--- src/design/tee_pkg.sv ---
// Shared package of the tree ensemble evaluator: sizes, register indexes,
// controller states and the structs between controller and datapath.
// No dependencies; tee_ctrl, tee_datapath, the top level and the testbench import it.
`timescale 1ns / 1ps
`default_nettype none

package tee_pkg;

  localparam int unsigned MAX_TREES    = 256;
  localparam int unsigned MAX_DEPTH    = 8;
  localparam int unsigned MAX_FEATURES = 256;
  localparam int unsigned MAX_GROUPS   = 64;

  localparam int unsigned TREE_AW        = $clog2(MAX_TREES);
  localparam int unsigned NODE_AW        = MAX_DEPTH;
  localparam int unsigned NODES_PER_TREE = (1 << MAX_DEPTH) - 1;
  localparam int unsigned NODE_MEM_DEPTH = MAX_TREES << MAX_DEPTH;
  localparam int unsigned FEAT_AW        = $clog2(MAX_FEATURES);
  localparam int unsigned GROUP_W        = $clog2(MAX_GROUPS + 1);
  localparam int unsigned LEVEL_W        = $clog2(MAX_DEPTH);

  localparam int unsigned CFG_IDX_W  = 3;
  localparam int unsigned CFG_DATA_W = 16;

  typedef enum logic [CFG_IDX_W-1:0] {
    CFG_TREE_DEPTH      = 3'd0,
    CFG_TREES_IN_USE    = 3'd1,
    CFG_GROUP_INTERVAL  = 3'd2,
    CFG_LEARNING_RATE   = 3'd3,
    CFG_FEATURES_IN_USE = 3'd4
  } cfg_idx_e;

  typedef enum logic [2:0] {
    ST_IDLE,
    ST_GROUP,
    ST_NODE,
    ST_EVAL,
    ST_STEP,
    ST_ACC,
    ST_EMIT
  } state_e;

  typedef struct packed {
    logic               kind;
    logic [7:0]         tree_number;
    logic [7:0]         node_number;
    logic [7:0]         split_feature;
    logic signed [31:0] split_threshold;
    logic signed [31:0] leaf_value;
    logic signed [31:0] feature_value;
    logic               last_feature;
  } in_item_t;

  typedef struct packed {
    logic signed [47:0] prediction;
    logic [5:0]         group_number;
    logic               last_group;
  } out_item_t;

  typedef struct packed {
    logic take;
    logic eval_start;
    logic grp_init;
    logic node_rd;
    logic eval;
    logic step;
    logic acc;
    logic emit;
  } ctrl_cmd_t;

  typedef struct packed {
    logic start_req;
    logic no_group;
    logic empty_single;
    logic lvl_done;
    logic grp_full;
    logic last_grp;
    logic out_free;
  } dp_status_t;

endpackage

`default_nettype wire

--- src/design/tee_ctrl.sv ---
// Sequencer of the tree ensemble evaluator: walks groups, trees and levels.
// Depends on tee_pkg for state_e, ctrl_cmd_t and dp_status_t.
`timescale 1ns / 1ps
`default_nettype none

module tee_ctrl
  import tee_pkg::*;
(
  input  wire logic       clk_i,
  input  wire logic       rst_ni,
  input  wire logic       in_valid_i,
  output logic            in_ready_o,
  input  wire dp_status_t sts_i,
  output ctrl_cmd_t       cmd_o
);

  state_e state_q, state_d;

  always_ff @(posedge clk_i or negedge rst_ni) begin
    if (!rst_ni) begin
      state_q <= ST_IDLE;
    end else begin
      state_q <= state_d;
    end
  end

  // next state
  always_comb begin
    state_d = state_q;
    unique case (state_q)
      ST_IDLE: begin
        if (in_valid_i && sts_i.start_req) state_d = ST_GROUP;
      end
      ST_GROUP: begin
        if (sts_i.no_group) begin
          state_d = ST_IDLE;
        end else if (sts_i.empty_single) begin
          state_d = ST_EMIT;
        end else begin
          state_d = ST_NODE;
        end
      end
      ST_NODE: state_d = ST_EVAL;
      ST_EVAL: state_d = sts_i.lvl_done ? ST_ACC : ST_STEP;
      ST_STEP: state_d = ST_NODE;
      ST_ACC:  state_d = sts_i.grp_full ? ST_EMIT : ST_NODE;
      ST_EMIT: begin
        if (sts_i.out_free) state_d = sts_i.last_grp ? ST_IDLE : ST_GROUP;
      end
      default: state_d = ST_IDLE;
    endcase
  end

  // outputs
  always_comb begin
    cmd_o      = '0;
    in_ready_o = 1'b0;
    unique case (state_q)
      ST_IDLE: begin
        in_ready_o       = 1'b1;
        cmd_o.take       = in_valid_i;
        cmd_o.eval_start = in_valid_i && sts_i.start_req;
      end
      ST_GROUP: cmd_o.grp_init = 1'b1;
      ST_NODE:  cmd_o.node_rd  = 1'b1;
      ST_EVAL:  cmd_o.eval     = 1'b1;
      ST_STEP:  cmd_o.step     = 1'b1;
      ST_ACC:   cmd_o.acc      = 1'b1;
      ST_EMIT:  cmd_o.emit     = sts_i.out_free;
      default:  cmd_o          = '0;
    endcase
  end

endmodule

`default_nettype wire

--- config.mk ---
export PLATFORM = sky130hd
export DESIGN_NAME = tee_ctrl
export DESIGN_NICKNAME = d
export VERILOG_FILES = /design/src/design/tee_pkg.sv /design/src/design/tee_ctrl.sv
export SDC_FILE = /design/constraint.sdc
export NUM_CORES = 1
export LEC_CHECK = 0
export ABC_AREA = 1
export BUFFER_PORTS_ARGS = -buffer_cell sky130_fd_sc_hd__buf_4
export CAP_MARGIN = 20
export CORE_AREA = 2 2 39 41
export CTS_CLUSTER_DIAMETER = 40
export DETAILED_ROUTE_END_ITERATION = 8
export DIE_AREA = 0 0 41 43
export SYNTH_ARGS = -nofsm -noshare
export SYNTH_HDL_FRONTEND = slang
export SYNTH_SLANG_ARGS = --single-unit
--- constraint.sdc ---
create_clock -name clk_i -period 1.7 [get_ports clk_i]
set_clock_uncertainty 0.15 [all_clocks]
set_input_delay 0.085 -clock clk_i [delete_from_list [all_inputs] [get_ports clk_i]]
set_output_delay 0.085 -clock clk_i [all_outputs]
set_load 0.02 [all_outputs]
==> results of run 1 <==
-- metal layers --
metal	GRT usage (%)	routed length, um	vias up
met5	0	0	-
li1	-	-	184
met4	10.0	31	0
met1	10.0	272	142
met2	13.8	289	16
met3	5.24	80	4
-- cell type report --
| type | count | area [um^2] |
|---|---|---|
| Tap cell | 16 | 20.0 |
| Sequential cell | 3 | 75.1 |
| Fill cell | 162 | 933 |
| Multi-Input combinational cell | 29 | 129 |
| Inverter | 12 | 45.0 |
| Clock buffer | 4 | 26.3 |
| Timing Repair Buffer | 20 | 155 |
-- worst reg2reg max path, cell delays in order (launching register included) --
cell and delay, ns:
dfrtp_1 0.43, inv_2 0.13, nand4_1 0.15, nand2_1 0.10
nor2_1 0.05
-- synth_stat cells, drive strengths merged --
cell,n
inv,12
nand2,10
nor2,9
nand3,5
dfrtp,3
nand4,3
nand3b,1
nor4,1
-- logic make-up (layout without fill, tap and decap cells) --
logic type / after synthesis / in the layout
buf+inv: 12 / 36
flops: 3 / 3
simple gates: 29 / 29
-- stage by stage --
step,cells,setup slack (ns)
4_1_cts,84,0.265
6_report,84,0.260
2_1_floorplan,44,0.292
3_5_place_dp,78,0.526
3_3_place_gp,78,0.538
5_1_grt,84,0.157
-- worst paths after layout --
kind | start | cells past startpoint | slack, ns | end
setup / recovery | state_q[1] | 3 | 0.26 | cmd_o[0]
hold / removal | rst_ni | 2 | 0.02 | state_q[1]
setup reg to reg | state_q[0] | 4 | 0.59 | state_q[0]
hold reg to reg | state_q[2] | 2 | 0.51 | state_q[2]
max in group asynchronous | rst_ni | 2 | 1.28 | state_q[2]
min in group clk_i | sts_i[4] | 5 | 0.04 | state_q[2]
-- power groups by stage --
stage / clock network (mW) / registers [mW] / logic, mW
final: 0.129 / 0.150 / 0.447
after global routing: 0.146 / 0.155 / 0.502
after CTS: 0.134 / 0.149 / 0.453
after detailed placement: 0 / 0.149 / 0.448
after global placement: 0 / 0.150 / 0.451
after floorplan: 0 / 0.143 / 0.290
-- cells in the final DEF, fill, tap and decap left out, drive strengths merged --
cell type / synthesis / routed
buf: 0 / 18
inv: 12 / 12
nand2: 10 / 10
nor2: 9 / 9
nand3: 5 / 5
clkbuf: 0 / 4
nand4: 3 / 3
dfrtp: 3 / 3
dlygate4sd3: 0 / 2
nor4: 1 / 1
nand3b: 1 / 1
==> run_results.csv, run 1 <==
group,metric,value,unit
yosys,synth_top_area_cell,"dfrtp_1",
critical_path,critPathLaunchType,"flip-flop",
cells_and_area,layout-drive-gt1-share,35.3,%
power_and_ir_drop,finalPower,0.726,mW
power_and_ir_drop,ir_worst_vdd,452,uV
power_and_ir_drop,leakage,0.290,nW
clock_network,postCtsSetupRepairBufs,0,
critical_path,crit_fanout,6,
yosys,synth_top_area_share,30.2,%
grt,overflow,0,
route,wl_per_cell,8.02,um
clock_network,cts_tree,"built",
grt,grt_max_degree,8,
critical_path,required,1.46,ns
die,die_h,43,um
timing,rsz0062_at_grt,"no",
timing,period_minus_slack,1.44,ns
yosys,synth-adder-area-share,0,%
clock_network,root_buffer,"clkbuf_4",
power_and_ir_drop,switching_share,48.5,%
yosys,synth_xor_area_share,0,%
die,pin_count,19,
power_and_ir_drop,p_clk_share,17.8,%
yosys,synth.area.mux_share,0,%
clock_network,cts_buffer_depth,2,
cells_and_area,regMostFlops,"state_q",
yosys,synth_top_family_by_area,"simple AND/OR/NAND/NOR gates",
flow_run,cap_violations,0,
route,dr.pass1.iters,3,
route,vias,346,
route,wirelength,674,um
timing,setup_tns,0,ns
grt,grt_pass1_vias,306,
grt,track_usage,10.1,%
die,std_cell_rows,14,
critical_path,crit_family,"flip-flops",
critical_path,crit_arrival,1.21,ns
die,dieArea,1760,um^2
timing,maxSlewViolCount,0,
route,route.detailed.drc,0,
yosys,synth-seq-cells,3,
cells_and_area,reg_top3,"state_q x3",
worst_hold_path,hold_path_class,"input port to asynchronous set/reset pin",
yosys,syn_area,249,um^2
cells_and_area,fin_area,450,um^2
grt,grt_pass1_wl,1.09,mm
yosys,yosys_warnings,0,
route,viasPerCell,4.12,
cells_and_area,nets,79,
clock_network,ctsResizeCount,0,
place,routabilityCongestion,0.718,
clock_network,h-tree-depth,1,
timing,max_slew_margin,83.1,%
timing,period_share,84.7,%
cells_and_area,final_util,32.5,%
critical_path,crit_type,"flip-flop to output pin",
die,core,1380,um^2
place,numPortBuffers,18,
place,placed_area,404,um^2
yosys,avgSynthCellArea,5.66,um^2
timing,hold_slack,0.0218,ns
route,drtIter0Drc,10,
outcome,status,"finished clean",
die,die_w,41,um
cells_and_area,area_growth_syn_to_layout,80.9,%
timing,worst_slew_pin_slew,0.251,ns
yosys,yosysUniqueCellTypes,9,
cells_and_area,diodes,0,
power_and_ir_drop,internal-power,0.374,mW
yosys,yosysSeqAreaShare,30.2,%
cells_and_area,largest_register_ffs,3,
yosys,yosys-top-cells-area,"dfrtp_1 30%, nand2_1 15%, inv_1 14%",
power_and_ir_drop,seq_power_share,20.6,%
power_and_ir_drop,p_sw,0.352,mW
grt,antenna_found_initial,0,
timing,hold_violations,0,
timing,fmax,694,MHz
clock_network,ctsHoldBuffers,2,
power_and_ir_drop,p_comb_share,61.5,%
yosys,synthSimpleGateAreaFrac,51.8,%
clock_network,clock-sinks,3,
die,initial_core_util,18.0,%
power_and_ir_drop,cellPowerDensity,1610,nW/um^2
route,ant_nets,0,
yosys,syn-num-nets,54,
place,dp_hpwl,544,um
critical_path,slowest_delay,0.41,ns
clock_network,clk_pin_slew,0.04,ns
critical_path,cp_num_buf_inv,2,
yosys,synth_compound_area_share,0,%
critical_path,cpMaxStageDelayCell,"dfrtp_1",
critical_path,path_cells,"inv_2, nor4_1, buf_4",
yosys,syn_inst,44,
timing,setup_viol,0,
clock_network,worstSkewPairLatency,0.24,ns
clock_network,cts_buffers,3,
critical_path,critPathCaptureType,"output pin",
No activity file was read; power rests on OpenSTA's default activity.
==> run 2: changes to the inputs <==
Clock period 1.7 ns to 1.43 ns, I/O delays scaled along.
==> run 2 against run 1 <==
  * Non-clock buffer count is 2 higher
  * Sequential power is 26% higher
  * Wire length up 8.5%
  * First-iteration DRC count shrank 70%
  * Clock-buffer cell count did not move
  * Setup slack worse by 0.20 ns
  * Global-route usage is 0.20 points lower
==> run_results.csv, run 2 (same netlist as run 1, synthesis figures left out) <==
group,metric,value,unit
timing,maxSlewViolCount,0,
place,post-place-ws,0.294,ns
timing,setup_tns,0,ns
die,core,1380,um^2
cells_and_area,regMostFlops,"state_q",
timing,setup_viol,0,
die,std_cell_rows,14,
timing,period_share,96.1,%
die,pin_count,19,
critical_path,crit_type,"flip-flop to output pin",
grt,use_met1,10.4,%
place,dp_hpwl,534,um
cells_and_area,largest_register_ffs,3,
grt,grt_use_met3,5.24,%
grt,track_usage,9.86,%
route,viasPerCell,4.21,
timing,period_minus_slack,1.37,ns
critical_path,required,1.21,ns
grt,grt_pass1_wl,1.06,mm
grt,overflow,0,
place,placed_cells,78,
route,vias,362,
cells_and_area,final_common_cell,"buf_4",
clock_network,cts_buffer_depth,2,
die,initial_core_util,18.0,%
critical_path,r2r_end,"state_q[0]",
cells_and_area,nets,81,
timing,setup_ws,0.0562,ns
critical_path,rr_worst_depth,5,
grt,grt_max_degree,8,
grt,top_usage_layer,"met2",
cells_and_area,layout-drive-gt1-share,41.4,%
grt,antenna_found_initial,0,
route,dr.pass1.iters,2,
cells_and_area,final_cell_mix,"20 x buf_4, 10 x nand2_1, 9 x nor2_1, 9 x inv_1, 4 x nand3_1",
clock_network,clock-sinks,3,
critical_path,slowest_delay,0.40,ns
power_and_ir_drop,leakage,0.304,nW
grt,grt_use_met2,12.8,%
power_and_ir_drop,ir_worst_vdd,597,uV
critical_path,crit_arrival,1.15,ns
clock_network,clk_pin_slew,0.04,ns
die,dieArea,1760,um^2
power_and_ir_drop,finalPower,0.948,mW
die,die_h,43,um
clock_network,cts_buffers,3,
route,route.detailed.drc,0,
route,drtIter0Drc,3,
route,wirelength,731,um
timing,rsz0062_at_grt,"yes",
clock_network,h-tree-depth,1,
timing,worst_slew_pin_slew,0.191,ns
route,wl_per_cell,8.50,um
place,routabilityCongestion,0.718,
cells_and_area,reg_top3,"state_q x3",
timing,hold_violations,0,
clock_network,cts_tree,"built",
grt,grt_pass1_vias,296,
cells_and_area,stdcell_count,86,
critical_path,ff2ff_setup_slack,0.29,ns
clock_network,worstSkewPairLatency,0.24,ns
critical_path,cpMaxStageDelayCell,"dfrtp_1",
power_and_ir_drop,cellPowerDensity,1940,nW/um^2
timing,max_slew_margin,87.2,%
route,ant_nets,0,
critical_path,path_cells,"inv_2, nand3_2, nor2_1, buf_4",
cells_and_area,area_growth_syn_to_layout,96.5,%
cells_and_area,final_util,35.4,%
critical_path,crit_fanout,7,
critical_path,critPathLaunchType,"flip-flop",
worst_hold_path,hold_path_class,"input port to asynchronous set/reset pin",
die,die_w,41,um
timing,fmax,728,MHz
outcome,status,"finished clean",
flow_run,cap_violations,0,
clock_network,root_buffer,"clkbuf_4",
cells_and_area,diodes,0,
critical_path,critPathCaptureType,"output pin",
place,numPortBuffers,18,
critical_path,reg2reg_from,"state_q[2]",
run 2: cell types whose count changed in the layout (fill, tap and decap cells not counted):
cell     before  now
buf_4        18   20
inv_4         0    1
inv_2         3    2
nor4_4        0    1
nor4_1        1    0
dfrtp_1       3    2
nand3_1       5    4
dfrtp_2       0    1
nand3_2       0    1
run 2: area by class of cell:
| class | count | area, um^2 |
|---|---|---|
| clock buffer | 4 | 26.3 |
| fill | 167 | 895 |
| inverter | 12 | 47.5 |
| multi-input combinational | 29 | 149 |
| sequential | 3 | 76.3 |
| tap | 16 | 20.0 |
| timing repair buffer | 22 | 170 |
run 2: routing by layer:
metal | wire length, um | share of wire (%)
met2 | 347 | 47
met1 | 262 | 36
met4 | 31 | 4.2
met3 | 89 | 12
met5 | 0 | 0
run 2: timing repair:
item | 4_1_cts | 5_1_grt
hold buffers | 2 | 0
setup endpoints to repair | 0 | 3
endpoints found under the hold margin | 4 | 0
setup buffers | 0 | 2
resized for setup | 0 | 5
run 2: how the worst max path moves through the flow:
stage               endpoint       start  cells after the start  slack, ns
floorplan           cmd_o[0]  state_q[1]                      2       0.04
global placement    cmd_o[7]  state_q[0]                      4       0.28
detailed placement  cmd_o[0]  state_q[1]                      3       0.29
CTS                 cmd_o[0]  state_q[1]                      3       0.03
global route        cmd_o[7]  state_q[2]                      4      -0.02
finish              cmd_o[6]  state_q[2]                      4       0.06
run 2: power breakdown:
| part | switching (mW) | leakage [nW] | internal (mW) |
|---|---|---|---|
| Combinational | 0.353 | 0.252 | 0.253 |
| Clock | 0.0495 | 0.0150 | 0.105 |
| Sequential | 0.0602 | 0.0364 | 0.129 |
| Total | 0.462 | 0.304 | 0.486 |
run 2: critical path: cells and delay by family (launching register included):
family,cells,cell delay [ns]
buffers and inverters,2,0.29
flip-flops,1,0.40
AND/OR/NAND/NOR,2,0.21
run 2: stage by stage:
step / hold WS, ns / area [um^2]
after floorplan: -0.374 / 249
after global placement: -0.288 / 404
after detailed placement: -0.285 / 404
after CTS: 0.00463 / 450
after global routing: 0.0241 / 489
final: 0.00896 / 489
==> run 3: changes to the inputs <==
Settings changed: ABC_AREA 1 to default.
==> run 3 against run 2 <==
  * Hold slack gained 0.011 ns
  * Die area is the same
  * Utilization grew 5.0 points
  * Wire length grew 1.1%
  * Combinational power grew 35%
  * Synthesized cell count shrank 23%
  * Sequential power grew 9.5%
  * Power grew 23%
  * Sequential share of layout area shrank 1.7 points
  * Critical path depth shrank 1
  * Setup slack lost 0.025 ns
  * Fmax shrank 1.8%
  * Largest cell class unchanged
==> run_results.csv, run 3 <==
group,metric,value,unit
outcome,status,"finished clean",
critical_path,cpMaxStageDelayCell,"dfrtp_2",
timing,fmax,715,MHz
yosys,synth_top_area_share,26.0,%
place,routabilityCongestion,0.673,
die,pin_count,19,
critical_path,crit_arrival,1.18,ns
cells_and_area,ff_latch_area,77.6,um^2
cells_and_area,stdcell_count,79,
timing,rsz0062_at_grt,"yes",
timing,maxSlewViolCount,0,
die,die_h,43,um
yosys,yosysSeqAreaShare,26.0,%
critical_path,critPathCaptureType,"output pin",
yosys,avgSynthCellArea,8.50,um^2
die,dieArea,1760,um^2
route,viasPerCell,4.37,
cells_and_area,reg_top3,"state_q x3",
die,core,1380,um^2
clock_network,h-tree-depth,1,
cells_and_area,area_growth_syn_to_layout,93.1,%
clock_network,clk_pin_slew,0.04,ns
critical_path,required,1.21,ns
cells_and_area,final_util,40.3,%
timing,worst_slew_pin_slew,0.185,ns
timing,period_minus_slack,1.40,ns
yosys,async_flop_share,100,%
cells_and_area,diodes,0,
yosys,syn_inst,34,
cells_and_area,final_cell_mix,"21 x buf_4, 4 x buf_6",
critical_path,cp_num_buf_inv,1,
route,ant_nets,0,
cells_and_area,largest_register_ffs,3,
yosys,yosys_warnings,0,
yosys,yosys-top-cells-area,"dfrtp_1 26%, and3b_1 6.1%, nor3b_1 5.2%",
critical_path,critPathLaunchType,"flip-flop",
critical_path,crit_type,"flip-flop to output pin",
cells_and_area,layout-drive-gt1-share,58.7,%
yosys,yosysUniqueCellTypes,25,
route,wirelength,739,um
yosys,synth-seq-cells,3,
cells_and_area,multi_input_comb_area,203,um^2
route,vias,345,
yosys,syn_area,289,um^2
critical_path,crit_fanout,5,
critical_path,ff2ff_setup_slack,0.11,ns
cells_and_area,nets,74,
grt,overflow,0,
power_and_ir_drop,cellPowerDensity,2090,nW/um^2
flow_run,cap_violations,0,
place,placed_area,435,um^2
cells_and_area,fin_area,558,um^2
cells_and_area,final_common_cell,"buf_4",
route,dr.pass1.iters,2,
worst_hold_path,hold_path_class,"input port to asynchronous set/reset pin",
timing,period_share,97.8,%
yosys,syn-num-nets,44,
route,drtIter0Drc,5,
route,route.detailed.drc,0,
clock_network,root_buffer,"clkbuf_4",
clock_network,cts_buffer_depth,2,
place,numPortBuffers,18,
timing,hold_violations,0,
place,dp_hpwl,514,um
clock_network,worstSkewPairLatency,0.23,ns
timing,max_slew_margin,87.6,%
critical_path,path_cells,"nor3_4, and3_1, buf_6",
yosys,synth_flop_cell,"dfrtp_1",
cells_and_area,regMostFlops,"state_q",
route,wl_per_cell,9.35,um
grt,grt_pass1_wl,1.10,mm
clock_network,cts_buffers,3,
yosys,synth_enable_flop_cells,0,
clock_network,cts_tree,"built",
die,std_cell_rows,14,
grt,track_usage,9.37,%
critical_path,slowest_delay,0.44,ns
grt,grt_max_degree,17,
die,die_w,41,um
clock_network,clock-sinks,3,
grt,antenna_found_initial,0,
power_and_ir_drop,ir_worst_vdd,610,uV
yosys,synth_top_area_cell,"dfrtp_1",
timing,setup_viol,0,
timing,hold_slack,0.0195,ns
yosys,netlist_top_cells_count,"3 x dfrtp_1, 3 x nand2_1, 3 x nor2_1",
die,initial_core_util,20.9,%
critical_path,crit_family,"flip-flops",
grt,grt_pass1_vias,281,
cells_and_area,num-fill-cells,151,
place,placed_cells,67,
power_and_ir_drop,leakage,0.279,nW
==> run 3: changes by cell type in the layout (fill, tap and decap cells not counted), sizes merged, moves of 3 or more <==
| cell | change |
|---|---|
| nor3b | +3 |
| inv | -11 |
| nor2 | -6 |
| nand2 | -7 |
| buf | +5 |
| nand3 | -5 |
| nand4 | -3 |
==> run 3: metal layers <==
layer,share of wire [%],GRT usage [%]
met1,42,10.7
met2,52,14.1
met3,6.5,6.28
met4,0,2.00
met5,0,0
==> run 3: report_power, final <==
part | switching [mW] | leakage, nW | internal [mW] | total, mW
registers | 0.0721 | 0.0338 | 0.135 | 0.207
logic | 0.377 | 0.230 | 0.438 | 0.815
clock network | 0.0415 | 0.0150 | 0.104 | 0.146
==> run 3: area by class of cell <==
| type | count | share of cell area, % |
|---|---|---|
| inverter | 1 | 0.673 |
| clock buffer | 4 | 4.71 |
| tap | 16 | 3.59 |
| timing repair buffer | 28 | 40.8 |
| multi-input combinational | 27 | 36.3 |
| sequential | 3 | 13.9 |
==> run 3: logic make-up after synthesis <==
family	share of synthesized area, %
and+or+nand+nor	39.8
AOI/OAI and AO/OA	21.2
buffers and inverters	9.52
DFF	26.0
muxes	3.46
==> run 3: final timing paths <==
path / startpoint / to / cells after the start
worst max-delay path: state_q[2] / cmd_o[6] / 3
worst min-delay path: rst_ni / state_q[1] / 2
worst max register to register: state_q[2] / state_q[2] / 5
worst min register to register: state_q[0] / state_q[0] / 2
max in group asynchronous: rst_ni / state_q[0] / 2
min in group clk_i: sts_i[4] / state_q[2] / 3
==> run 3: metrics by stage <==
step	TNS (ns)	worst slack [ns]	total power [mW]
after detailed placement	0	0.0857	0.842
after global routing	-0.0844	-0.0544	1.26
final	0	0.0316	1.17
after global placement	0	0.141	0.833
after floorplan	0	0.0677	0.646
after CTS	-0.0500	-0.0266	1.05
==> run 3: timing repair <==
action                                  CTS  global route
buffers inserted                          1             5
hold endpoints to repair                  4             0
hold buffers                              2             0
resized for setup                         3             6
endpoints found under the setup margin    8             5
pin swaps                                 0             3
